<file path="src/sv/tsa_pkg.sv">
// Shared types, widths and codes of the triangle stiffness assembler.
package tsa_pkg;

    localparam int NODES     = 64;
    localparam int NODE_W    = 6;
    localparam int MAT_DEPTH = NODES * NODES;
    localparam int MAT_AW    = 2 * NODE_W;
    localparam int COORD_W   = 32;
    localparam int DIFF_W    = COORD_W + 1;
    localparam int PROD_W    = 2 * DIFF_W;
    localparam int WIDE_W    = PROD_W + 1;
    localparam int MAG_W     = WIDE_W - 1;
    localparam int ENT_W     = 48;
    localparam int FRAC_SH   = 23;
    localparam int OVF_SH    = ENT_W - FRAC_SH;
    localparam int CNT_W     = 7;

    localparam logic signed [ENT_W-1:0] ENT_MAX = {1'b0, {(ENT_W-1){1'b1}}};
    localparam logic signed [ENT_W-1:0] ENT_MIN = {1'b1, {(ENT_W-1){1'b0}}};
    localparam logic signed [ENT_W-1:0] ONE_Q24 = ENT_W'(64'd1 << 24);

    localparam logic [2:0] CMD_ADD     = 3'd0;
    localparam logic [2:0] CMD_FIX_IN  = 3'd1;
    localparam logic [2:0] CMD_FIX_OUT = 3'd2;
    localparam logic [2:0] CMD_RD_MAT  = 3'd3;
    localparam logic [2:0] CMD_RD_VEC  = 3'd4;

    localparam logic [1:0] CFG_NODE_COUNT = 2'd0;
    localparam logic [1:0] CFG_INLET      = 2'd1;
    localparam logic [1:0] CFG_OUTLET     = 2'd2;

    typedef struct packed {
        logic                    done;
        logic                    sat;
        logic signed [ENT_W-1:0] term;
    } div_res_t;

endpackage

</file>
<file path="src/sv/tsa_mul.sv">
// Registered signed multiplier shared by the area and numerator products.
module tsa_mul
    import tsa_pkg::*;
(
    input  logic                     clk,
    input  logic signed [DIFF_W-1:0] a,
    input  logic signed [DIFF_W-1:0] b,
    output logic signed [PROD_W-1:0] prod_reg
);

    always_ff @(posedge clk)
    begin
        prod_reg <= PROD_W'(a) * PROD_W'(b);
    end

endmodule

</file>
<file path="config.mk">
export PLATFORM = sky130hd
export DESIGN_NAME = tsa_mul
export DESIGN_NICKNAME = d
export VERILOG_FILES = /design/src/sv/tsa_pkg.sv /design/src/sv/tsa_mul.sv
export SDC_FILE = /design/constraint.sdc
export NUM_CORES = 2
export LEC_CHECK = 0
export ABC_AREA = 1
export BUFFER_PORTS_ARGS = -buffer_cell sky130_fd_sc_hd__buf_2
export CORE_AREA = 4 4 265 267
export CTS_CLUSTER_SIZE = 12
export DETAILED_ROUTE_END_ITERATION = 10
export DIE_AREA = 0 0 269 271
export PLACE_DENSITY_LB_ADDON = 0.08
export SLEW_MARGIN = 20
export SYNTH_ARGS = -nofsm -noshare
export SYNTH_HDL_FRONTEND = slang
export SYNTH_SLANG_ARGS = --single-unit
</file>
<file path="constraint.sdc">
create_clock -name clk -period 8.2 [get_ports clk]
set_input_delay 0 -clock clk [delete_from_list [all_inputs] [get_ports clk]]
set_output_delay 0 -clock clk [all_outputs]
set_load 0.02 [all_outputs]
</file>
==> results.sh <==
export IMPL_status="finished clean"
export IMPL_ff_latch_area_sq_mm=0.00132
export IMPL_yosys_register_bits=66
export IMPL_rsz0062_at_grt="false"
export IMPL_finalCritPeriodShare_pct=88.6
export IMPL_crit_required_ns=8.45
export IMPL_layout_commonest_cell="inv_1"
export IMPL_cts_setup_buffers=0
export IMPL_largest_reg_flops=66
export IMPL_area_growth_pct=3.19
export IMPL_cpMaxStageDelayCell="fa_1"
export IMPL_start_kind="primary input"
export IMPL_finalCriticalPeriod_ns=7.27
export IMPL_yosys_warnings=0
export IMPL_drv_cap=0
export IMPL_fin_nets=6898
export IMPL_num_rows=96
export IMPL_grt_max_degree=34
export IMPL_io_buffer_count=132
export IMPL_ant_nets=0
export IMPL_start_util_pct=63.4
export IMPL_synth_edf_count=0
export IMPL_grt_pass1_wl_um=198000
export IMPL_syn_inst=5543
export IMPL_drt_iter0_drc=2256
export IMPL_relSlewSlack_pct=26.1
export IMPL_cts_buffer_depth=2
export IMPL_fillCellCount=6023
export IMPL_core_area_sq_mm=0.0681
export IMPL_grt_pass1_vias=36700
export IMPL_synth_nets=6972
export IMPL_crit_type="in -> reg"
export IMPL_clkSinkCount=66
export IMPL_grt_overflow_total=0
export IMPL_cpPeakStageDelay_ns=0.78
export IMPL_layout_common_cells="inv_1 (1893), nand2_1 (1517), fa_1 (1145)"
export IMPL_ys_seq_area_share_pct=3.06
export IMPL_syn_area_per_cell_sq_um=7.79
export IMPL_htreeDepth=3
export IMPL_timing_fmax_mhz=138
export IMPL_fin_setup_tns_ns=0
export IMPL_vias_per_cell=5.20
export IMPL_cts_inserted_buffers=9
export IMPL_cts_tree="yes"
export IMPL_drt_total_wl_um=120000
export IMPL_vias=33000
export IMPL_ios=133
export IMPL_multi_input_area_sq_mm=0.0338
export IMPL_route_detailed_wl_per_inst_um=18.8
export IMPL_grt_antenna_before_repair=3
export IMPL_synth_main_ff_cell="dfxtp_1"
export IMPL_grt_usage_pct=35.0
export IMPL_netlist_area_sq_mm=0.0432
export IMPL_die_x_um=269
export IMPL_cp_common_cell="fa_1"
export IMPL_synth_cell_type_count=35
export IMPL_worst_setup_path_end_kind="register"
export IMPL_ctsResizeCount=0
export IMPL_cts_hold_buf=0
export IMPL_setup_viol=0
export IMPL_root_buffer="clkbuf_16"
export IMPL_clkTransAtPathRegs_ns=0.06
export IMPL_tightest_slew_ns=1.11
export IMPL_drive_gt1_share_pct=4.57
export IMPL_hold_violations=0
export IMPL_hold_path_class="in -> reg"
export IMPL_drc=0
export IMPL_routabilityCongestion=0.999
export IMPL_die_y_um=271
export IMPL_dp_hpwl_um=100000
export IMPL_cp_max_fo=33
export IMPL_drv_slew=0
export IMPL_worstPathArrival_ns=7.52
export IMPL_dr_pass1_iters=6
export IMPL_ys_async_sr_fraction_pct=0
export IMPL_die_area_sq_mm=0.0729
export IMPL_path_cells="buf_2 > nand2_1 > fa_1 > fa_1 > buf_4 > fa_1 > inv_1 > fa_1 > fa_1 > fa_1 > inv_1 > fa_1 > fa_1 > inv_1 > ha_1 > a21oi_1 > o21ai_0 > a21oi_1 > nand2_1 > a21oi_1 > nand2_1 > nand2_1 > nand2_1"
## final cells by class
cell class	instances	share of cell area (%)
antenna	2	0.0112
clock buffer	11	0.545
clock inverter	1	0.0112
inverter	1895	16.0
multi-input combinational	3319	75.8
sequential	66	2.97
tap	882	2.48
timing repair buffer	178	2.26
## final timing paths
kind	start	end	cells past startpoint	slack (ns)
hold / removal	b[0]	prod_reg[0]	4	0.25
setup / recovery	b[9]	prod_reg[62]	23	0.93
## worst max-delay path: cells and delay by family
family | cells | cell delay, ns
adder cells (fa/ha/maj) | 9 | 4.68
buffers and inverters | 5 | 1.30
AO/OA/AOI/OAI | 4 | 0.96
AND/OR/NAND/NOR | 5 | 0.59
## per-stage QoR
| stage | hold slack (ns) | setup slack, ns | cells | area, sq um | util, % |
|---|---|---|---|---|---|
| after floorplan | 0.264 | 1.44 | 5543 | 43200 | - |
| after global placement | 0.415 | 0.672 | 6340 | 44300 | 65.0 |
| after detailed placement | 0.415 | 0.635 | 6340 | 44300 | 65.0 |
| after CTS | 0.229 | 1.00 | 6352 | 44500 | 65.4 |
| after global routing | 0.261 | 0.571 | 6352 | 44500 | 65.4 |
| final | 0.253 | 0.931 | 6354 | 44500 | 65.4 |
## Yosys cell counts (all sizes together), types with 2 or more instances
cell type | count | area, sq um
a21o | 2 | 15.0
a21oi | 65 | 340
and2 | 3 | 18.8
clkbuf | 262 | 983
dfxtp | 66 | 1320
fa | 1145 | 22900
ha | 217 | 2720
inv | 1895 | 7110
nand2 | 1534 | 5800
nand3 | 78 | 430
nand3b | 3 | 22.5
nand4 | 19 | 119
nor2 | 154 | 651
nor3 | 8 | 45.0
nor4 | 5 | 37.5
o21ai | 23 | 119
o21bai | 14 | 105
or2 | 6 | 37.5
xnor2 | 4 | 35.0
xor2 | 37 | 324
## logic make-up (layout without fill, tap and decap cells)
family	after synthesis	in the layout	synth area share, %
AO/OA/AOI/OAI	106	106	1.38
other	0	2	0
buffers and inverters	2158	2085	18.8
AND/OR/NAND/NOR	1810	1810	16.6
XOR/XNOR	41	41	0.832
flip-flops	66	66	3.06
adder cells (fa/ha/maj)	1362	1362	59.4
## layer usage
metal  share of wire (%)  wire, um  GRT usage (%)  vias to the layer above
met5                   0         0              0                        -
met4                 5.1      6050           13.6                        0
met3                 7.7      9210           5.48                      351
met2                  49     58100           59.2                     1471
met1                  39     46100           45.6                    16400
li1                    -         -              -                    14800
Power is not shown: default switching activity piles up to over one toggle a cycle in this logic, so the estimate is an artifact.
