`config.mk`:
```
export PLATFORM = sky130hd
export DESIGN_NAME = tsa_div
export DESIGN_NICKNAME = d
export VERILOG_FILES = /design/src/sv/tsa_pkg.sv /design/src/sv/tsa_div.sv
export SDC_FILE = /design/constraint.sdc
export NUM_CORES = 1
export LEC_CHECK = 0
export ABC_AREA = 1
export ABC_CLOCK_PERIOD_IN_PS = 8400
export BUFFER_PORTS_ARGS = -buffer_cell sky130_fd_sc_hd__buf_2
export CORE_UTILIZATION = 50
export CTS_CLUSTER_SIZE = 20
export DETAILED_ROUTE_END_ITERATION = 7
export MAX_ROUTING_LAYER = met4
export PLACE_DENSITY = 0.68
export SLEW_MARGIN = 25
export SYNTH_ARGS = -nofsm -noshare
export SYNTH_HDL_FRONTEND = slang
export SYNTH_SLANG_ARGS = --single-unit
```
`constraint.sdc`:
```
create_clock -name clk -period 8.4 [get_ports clk]
set_input_delay 0.84 -clock clk [delete_from_list [all_inputs] [get_ports clk]]
set_output_delay 0.84 -clock clk [all_outputs]
set_load 0.1 [all_outputs]
```
`src/sv/tsa_pkg.sv`:
```
// Shared types, widths and codes of the triangle stiffness assembler.
package tsa_pkg;

    localparam int NODES     = 64;
    localparam int NODE_W    = 6;
    localparam int MAT_DEPTH = NODES * NODES;
    localparam int MAT_AW    = 2 * NODE_W;
    localparam int COORD_W   = 32;
    localparam int DIFF_W    = COORD_W + 1;
    localparam int PROD_W    = 2 * DIFF_W;
    localparam int WIDE_W    = PROD_W + 1;
    localparam int MAG_W     = WIDE_W - 1;
    localparam int ENT_W     = 48;
    localparam int FRAC_SH   = 23;
    localparam int OVF_SH    = ENT_W - FRAC_SH;
    localparam int CNT_W     = 7;

    localparam logic signed [ENT_W-1:0] ENT_MAX = {1'b0, {(ENT_W-1){1'b1}}};
    localparam logic signed [ENT_W-1:0] ENT_MIN = {1'b1, {(ENT_W-1){1'b0}}};
    localparam logic signed [ENT_W-1:0] ONE_Q24 = ENT_W'(64'd1 << 24);

    localparam logic [2:0] CMD_ADD     = 3'd0;
    localparam logic [2:0] CMD_FIX_IN  = 3'd1;
    localparam logic [2:0] CMD_FIX_OUT = 3'd2;
    localparam logic [2:0] CMD_RD_MAT  = 3'd3;
    localparam logic [2:0] CMD_RD_VEC  = 3'd4;

    localparam logic [1:0] CFG_NODE_COUNT = 2'd0;
    localparam logic [1:0] CFG_INLET      = 2'd1;
    localparam logic [1:0] CFG_OUTLET     = 2'd2;

    typedef struct packed {
        logic                    done;
        logic                    sat;
        logic signed [ENT_W-1:0] term;
    } div_res_t;

endpackage

```
`src/sv/tsa_div.sv`:
```
// Bit-serial divider forming one clipped Q24.24 stiffness term.
module tsa_div
    import tsa_pkg::*;
(
    input  logic                     clk,
    input  logic                     rst_n,
    input  logic                     start,
    input  logic signed [WIDE_W-1:0] num,
    input  logic signed [WIDE_W-1:0] den,
    output div_res_t                 res
);

    localparam logic [1:0] DV_IDLE = 2'd0;
    localparam logic [1:0] DV_CHK  = 2'd1;
    localparam logic [1:0] DV_RUN  = 2'd2;
    localparam logic [1:0] DV_FIN  = 2'd3;

    logic [1:0]              st_reg;
    logic                    sgn_reg;
    logic                    neg_reg;
    logic [MAG_W-1:0]        n_reg;
    logic [MAG_W-1:0]        d_reg;
    logic [MAG_W-1:0]        rem_reg;
    logic [ENT_W-1:0]        low_reg;
    logic [ENT_W-1:0]        q_reg;
    logic [5:0]              cnt_reg;
    logic signed [ENT_W-1:0] term_reg;
    logic                    sat_reg;

    logic [WIDE_W-1:0] num_abs;
    logic [WIDE_W-1:0] den_abs;
    logic              ovf;
    logic [MAG_W:0]    trial;
    logic              fits;

    assign num_abs = num[WIDE_W-1] ? WIDE_W'(-num) : WIDE_W'(num);
    assign den_abs = den[WIDE_W-1] ? WIDE_W'(-den) : WIDE_W'(den);
    assign ovf     = {{OVF_SH{1'b0}}, n_reg} >= {d_reg, {OVF_SH{1'b0}}};
    assign trial   = {rem_reg, low_reg[ENT_W-1]};
    assign fits    = trial >= {1'b0, d_reg};

    assign res.done = (st_reg == DV_FIN) && !sgn_reg;
    assign res.sat  = sat_reg;
    assign res.term = term_reg;

    always_ff @(posedge clk or negedge rst_n)
    begin
        if (!rst_n)
        begin
            st_reg  <= DV_IDLE;
            sgn_reg <= 1'b0;
        end
        else
        begin
            case (st_reg)
                DV_IDLE:
                begin
                    if (start)
                    begin
                        st_reg <= DV_CHK;
                    end
                end
                DV_CHK:
                begin
                    sgn_reg <= !ovf;
                    st_reg  <= ovf ? DV_FIN : DV_RUN;
                end
                DV_RUN:
                begin
                    if (cnt_reg == 6'(ENT_W - 1))
                    begin
                        st_reg <= DV_FIN;
                    end
                end
                DV_FIN:
                begin
                    if (sgn_reg)
                    begin
                        sgn_reg <= 1'b0;
                    end
                    else
                    begin
                        st_reg <= DV_IDLE;
                    end
                end
                default:
                begin
                    st_reg <= DV_IDLE;
                end
            endcase
        end
    end

    always_ff @(posedge clk)
    begin
        case (st_reg)
            DV_IDLE:
            begin
                neg_reg <= num[WIDE_W-1] != den[WIDE_W-1];
                n_reg   <= num_abs[MAG_W-1:0];
                d_reg   <= den_abs[MAG_W-1:0];
                sat_reg <= 1'b0;
            end
            DV_CHK:
            begin
                // A quotient of 2^48 or more is clipped without iterating.
                if (ovf)
                begin
                    sat_reg  <= 1'b1;
                    term_reg <= neg_reg ? ENT_MIN : ENT_MAX;
                end
                rem_reg <= MAG_W'(n_reg >> OVF_SH);
                low_reg <= {n_reg[OVF_SH-1:0], {FRAC_SH{1'b0}}};
                q_reg   <= '0;
                cnt_reg <= '0;
            end
            DV_RUN:
            begin
                rem_reg <= fits ? MAG_W'(trial - {1'b0, d_reg}) : trial[MAG_W-1:0];
                low_reg <= {low_reg[ENT_W-2:0], 1'b0};
                q_reg   <= {q_reg[ENT_W-2:0], fits};
                cnt_reg <= cnt_reg + 6'd1;
            end
            DV_FIN:
            begin
                if (sgn_reg)
                begin
                    if (neg_reg)
                    begin
                        if (q_reg[ENT_W-1] && (q_reg[ENT_W-2:0] != '0))
                        begin
                            sat_reg  <= 1'b1;
                            term_reg <= ENT_MIN;
                        end
                        else
                        begin
                            term_reg <= ENT_W'(-q_reg);
                        end
                    end
                    else if (q_reg[ENT_W-1])
                    begin
                        sat_reg  <= 1'b1;
                        term_reg <= ENT_MAX;
                    end
                    else
                    begin
                        term_reg <= q_reg;
                    end
                end
            end
            default:
            begin
                sat_reg <= sat_reg;
            end
        endcase
    end

endmodule

```
==> results of run 1 <==
## kinds of logic after synthesis
group                      after synthesis
AOI/OAI and AO/OA                      369
adders and majority gates              117
xor gates and xnor gates               175
DFF                                    330
buffers and inverters                  671
and+or+nand+nor                       1919
## layout make-up
cell class                 instances  area, µm²
fill                            5048      22500
antenna                            2       5.00
multi-input combinational       2580      13800
clock inverter                    23        255
clock buffer                      51       1060
inverter                         594       2230
sequential                       330       9890
timing repair buffer             199       1040
tap                              680        851
## metrics by stage
step	setup WS, ns	total power (µW)	cells	area [µm²]	hold WS [ns]
6_report	4.71	12800	4459	29100	0.0404
3_3_place_gp	4.74	10900	4382	27800	0.500
2_1_floorplan	3.12	8970	3581	26300	0.494
4_1_cts	4.59	12700	4456	29100	0.0148
3_5_place_dp	4.74	10900	4382	27800	0.511
5_1_grt	4.49	13600	4458	29100	0.0237
## power by group through the flow
stage               combinational (µW)  sequential (µW)  clock [µW]
finish                            7610             3450        1760
global route                      8260             3530        1830
CTS                               7490             3450        1780
detailed placement                7450             3470           0
global placement                  7440             3460           0
floorplan                         4650             4320           0
## final timing paths
path / slack (ns) / from / to
worst max-delay path: 4.71 / d_reg[58] / rem_reg[45]
worst max register to register: 4.71 / d_reg[58] / rem_reg[45]
max in group asynchronous: 8.25 / rst_n / sgn_reg
min in group clk: 0.46 / num[0] / n_reg[0]
worst min register to register: 0.52 / low_reg[37] / low_reg[38]
worst min-delay path: 0.04 / rst_n / st_reg[1]
## routing by layer
layer  GRT usage [%]  share of wire, %
met2            54.0                44
met4            14.0               4.4
met3            4.27               7.5
met5               -                 0
met1            47.2                44
## cells in the final DEF, fill, tap and decap left out, types with 13 or more instances in the layout
cell | netlist | routed
a21oi_1 | 139 | 139
a22oi_1 | 43 | 43
buf_2 | 12 | 186
clkbuf_16 | 0 | 41
edfxtp_1 | 327 | 327
ha_1 | 116 | 113
inv_1 | 566 | 566
inv_2 | 22 | 22
nand2_1 | 915 | 915
nand2_2 | 13 | 13
nand3_1 | 221 | 221
nand3_2 | 45 | 45
nand3b_1 | 16 | 16
nand4_1 | 130 | 130
nor2_1 | 424 | 424
nor2_2 | 20 | 20
nor3_1 | 66 | 65
nor4_1 | 37 | 36
o21ai_0 | 115 | 115
o21ai_1 | 17 | 17
o21bai_1 | 16 | 16
xnor2_1 | 42 | 42
xor2_1 | 133 | 133
==> results.cfg, run 1 <==
[die]
dieHeight_um = 231
pin_count = 187
dieArea_um2 = 53500
start_util_pct = 50.9
core.rowCount = 83
core_area_um2 = 51600
die-width_um = 231

[power]
peakVddDrop_mv = 0.337
seqPwrFrac_pct = 26.9
intPower_uw = 6020
p_comb_share_pct = 59.4
p_per_area_nw_per_um2 = 440
clkPwrFrac_pct = 13.7
leakage_uw = 0.0133
power.share.switching_pct = 53.0
switchingPower_uw = 6800

[worst_setup_path]
cp_slowest_cell = edfxtp_1
path_cells = inv_1 > ha_1 > nand4_1 > nor2_1 > nand2_1 > nor2_2 > nand4_1 > nand3_2 > nor2_4 > nand2_4 > inv_1 > nor2_1 > nor2_1
slowest_delay_ns = 0.65
crit_fanout = 70
path_delay_family = simple AND/OR/NAND/NOR gates
crit_buf_inv = 2
crit_path_frequent_cell = nor2_1
ff2ff_path_depth = 13
cp_num_cells = 13
critPathArrivalTime_ns = 4.01
required_ns = 8.72
cp-start-kind = flop
crit_type = reg2reg
critPathCaptureType = flop

[outcome]
status = finished clean

[clock_tree]
cts_made_buffers = 40
cts_tree = yes
htreeDepth = 2
path_clk_slew_ns = 0.06
hold_buffers = 0
clock-sinks = 330
cts_buffer_depth = 3
cts-resized-gates = 0
cts_root_buf = clkbuf_16
post_cts_buffers = 0
clk_latency_ns = 0.58

[synth]
synth_area_per_cell_um2 = 7.34
synth_top_family_by_area = simple AND/OR/NAND/NOR gates
yosysMostFrequentCell = nand2_1
synth_mux_area_share_pct = 0
synth_fa_ha_area_share_pct = 5.60
yosysTopAreaCell = edfxtp_1
seq_area_frac_synth_pct = 37.6
ys.flop_type = edfxtp_1
ys_ff_latch = 330
synth-xor-area-share_pct = 5.83
yosys.area_share.simple_pct = 32.7
yosysWarnings = 0
synthCells = 3581
synth_nets = 3835
synth_compound_area_share_pct = 8.11
netlist_area_um2 = 26300
synth_edf_count = 327
synth_area_leaders = edfxtp_1 (37%), nand2_1 (13%), inv_1 (8.1%)
synth_top_cell_area_share_pct = 37.3
yosys-top-cells-count = nand2_1 (915), inv_1 (566), nor2_1 (424)
async_flop_share_pct = 0.909
yosysUniqueCellTypes = 56

[cells_and_area]
drive_gt1_share_pct = 10.4
syn_to_final_growth_pct = 10.8
fin_nets = 3999
final_util_pct = 56.4

[detailed_routing]
first_pass_iters = 6
drc_errors = 0
routedWlPerCell_um = 20.6
antenna_left = 0
routed_wl_um = 92000
vias = 24861
initialDrtViolationCount = 2458
viasPerCell = 5.58

[timing]
rsz0062_at_grt = no
max_slew.worst_pin.slew_ns = 1.05
final.setup.tns_ns = 0
hold_viol = 0
relSlewSlack_pct = 30.2
fmax_mhz = 271
finalMaxSlewViolations = 0
setup_viol = 0
finClkSkew_ns = 0.0303
fin_crit_ns = 3.69
fin_crit_sh_pct = 43.9

[global_route]
grt_pass1_wl_um = 138000
antenna_found_initial = 7
gr-usage-all-layers_pct = 35.2
grt_pass1_vias = 23423
grt_overflow_total = 0
grt_start_max_net_pins = 79

[placement]
portBuffers = 186
hpwl_um = 74400
globalplace.congestion = 1.08

[flow_run]
drv_cap = 0

[worst_hold_path]
hp-class = in2async
(Power assumes the default switching activity.)
==> run 2: changes to the inputs <==
--- a/config.mk
+++ b/config.mk
@@ -6,7 +6,7 @@
 export NUM_CORES = 1
 export LEC_CHECK = 0
 export ABC_AREA = 1
-export ABC_CLOCK_PERIOD_IN_PS = 8400
+export ABC_CLOCK_PERIOD_IN_PS = 3400
 export BUFFER_PORTS_ARGS = -buffer_cell sky130_fd_sc_hd__buf_2
 export CORE_UTILIZATION = 50
 export CTS_CLUSTER_SIZE = 20
==> constraint.sdc (replaced) <==
create_clock -name clk -period 3.4 [get_ports clk]
set_input_delay 0.34 -clock clk [delete_from_list [all_inputs] [get_ports clk]]
set_output_delay 0.34 -clock clk [all_outputs]
set_load 0.1 [all_outputs]
==> run 2 against run 1 <==
Effect of this change:
- combinational power grew to 2.5 times the previous value
- critical path depth is the same
- power grew 150%
- sequential cell count is the same
- setup slack lost 4.5 ns
- hold slack gained 0.047 ns
- sequential share of layout area shrank 0.26 points
- count of clock-buffer cells in the layout shrank 5
==> results.cfg, run 2 (synthesis results as in run 1) <==
[clock_tree]
clk_latency_ns = 0.58
path_clk_slew_ns = 0.06
htreeDepth = 2
hold_buffers = 3
cts_buffer_depth = 3
cts-resized-gates = 0
clock-sinks = 330
post_cts_buffers = 0
cts_tree = yes
cts_root_buf = clkbuf_16
cts_made_buffers = 39

[detailed_routing]
routedWlPerCell_um = 20.4
drc_errors = 0
initialDrtViolationCount = 2284
antenna_left = 0
first_pass_iters = 7
vias = 24859
routed_wl_um = 91800
viasPerCell = 5.54

[timing]
hold_viol = 0
holdWs_ns = 0.0870
max_slew.worst_pin.slew_ns = 0.988
rsz0062_at_grt = no
finalMaxSlewViolations = 0
fin_crit_sh_pct = 93.1
setup_viol = 0
finClkSkew_ns = 0.0144
fin_crit_ns = 3.17
fmax_mhz = 316
relSlewSlack_pct = 34.1

[die]
die-width_um = 231
dieArea_um2 = 53500
pin_count = 187
dieHeight_um = 231
core_area_um2 = 51600
start_util_pct = 50.9
core.rowCount = 83

[cells_and_area]
drive_gt1_share_pct = 11.0
fin_nets = 4030
syn_to_final_growth_pct = 11.6
final_common_cell = nand2_1
mostFrequentLayoutCells = nand2_1 (915), inv_1 (566), nor2_1 (423), edfxtp_1 (327), nand3_1 (221)

[global_route]
antenna_found_initial = 5
grt_overflow_total = 0
grt_pass1_wl_um = 138000
grt_start_max_net_pins = 134
grt_pass1_vias = 23647
gr-usage-all-layers_pct = 35.2

[worst_setup_path]
cp-start-kind = flop
crit_type = reg2reg
reg2reg_setup_slack_ns = 0.23
critPathCaptureType = flop
crit_start = d_reg[50]
crit_path_end = rem_reg[35]
r2r-end = rem_reg[35]
r2r-start = d_reg[50]
required_ns = 3.72
ff2ff_path_depth = 13
critPathArrivalTime_ns = 3.49
crit_fanout = 21

[placement]
globalplace.congestion = 1.09
hpwl_um = 74700
portBuffers = 186

[worst_hold_path]
hp-class = in2async

[power]
leakage_uw = 0.0134
power_uw = 31900
peakVddDrop_mv = 0.775
p_per_area_nw_per_um2 = 1090

[outcome]
status = finished clean

[flow_run]
drv_cap = 0
[run 2: critical path: stages (launching register included)]
cell and delay, ns:
edfxtp_1 0.35, inv_1 0.32, ha_1 0.36, a21oi_1 0.28, o21ai_1 0.18, a21oi_1 0.23, nand2_1 0.14, nand2_1 0.09
nand3_2 0.08, nor2_4 0.18, buf_4 0.40, nand3_2 0.11, nand3_1 0.11, nand2_1 0.06
[run 2: area by class of cell]
class / count / area [µm²]
Antenna cell: 4 / 10.0
Clock buffer: 46 / 1040
Clock inverter: 24 / 160
Fill cell: 5019 / 22300
Inverter: 594 / 2230
Multi-Input combinational cell: 2580 / 13800
Sequential cell: 330 / 9890
Tap cell: 680 / 851
Timing Repair Buffer: 231 / 1380
[run 2: stage by stage]
step / utilization [%] / worst slack (ns) / setup TNS [ns] / cells / instance area, µm²
2_1_floorplan: - / -1.87 / -89.61 / 3581 / 26300
3_3_place_gp: 54.4 / 0.320 / 0 / 4412 / 28100
3_5_place_dp: 54.4 / 0.306 / 0 / 4412 / 28100
4_1_cts: 56.8 / 0.300 / 0 / 4485 / 29300
5_1_grt: 56.8 / 0.0771 / 0 / 4487 / 29300
6_report: 56.9 / 0.234 / 0 / 4489 / 29300
[run 2: routing by layer]
metal  share of wire [%]  track usage [%]  up-vias  wire length [µm]
li1                    -                -    12189                 -
met1                  44             46.9    11561             40200
met2                  45             54.7      948             41400
met3                 7.2             5.16      161              6570
met4                 3.9             11.9        0              3570
met5                   0                -        -                 0
[run 2: worst min-delay path by stage]
stage,to
2_1_floorplan,sgn_reg
3_3_place_gp,st_reg[1]
3_5_place_dp,st_reg[1]
4_1_cts,st_reg[1]
5_1_grt,st_reg[0]
6_report,st_reg[1]
[run 2: power by group]
part | total, µW | internal [µW] | switching [µW]
registers | 8500 | 7400 | 1100
logic | 19400 | 5310 | 14000
clock network | 4050 | 2280 | 1770
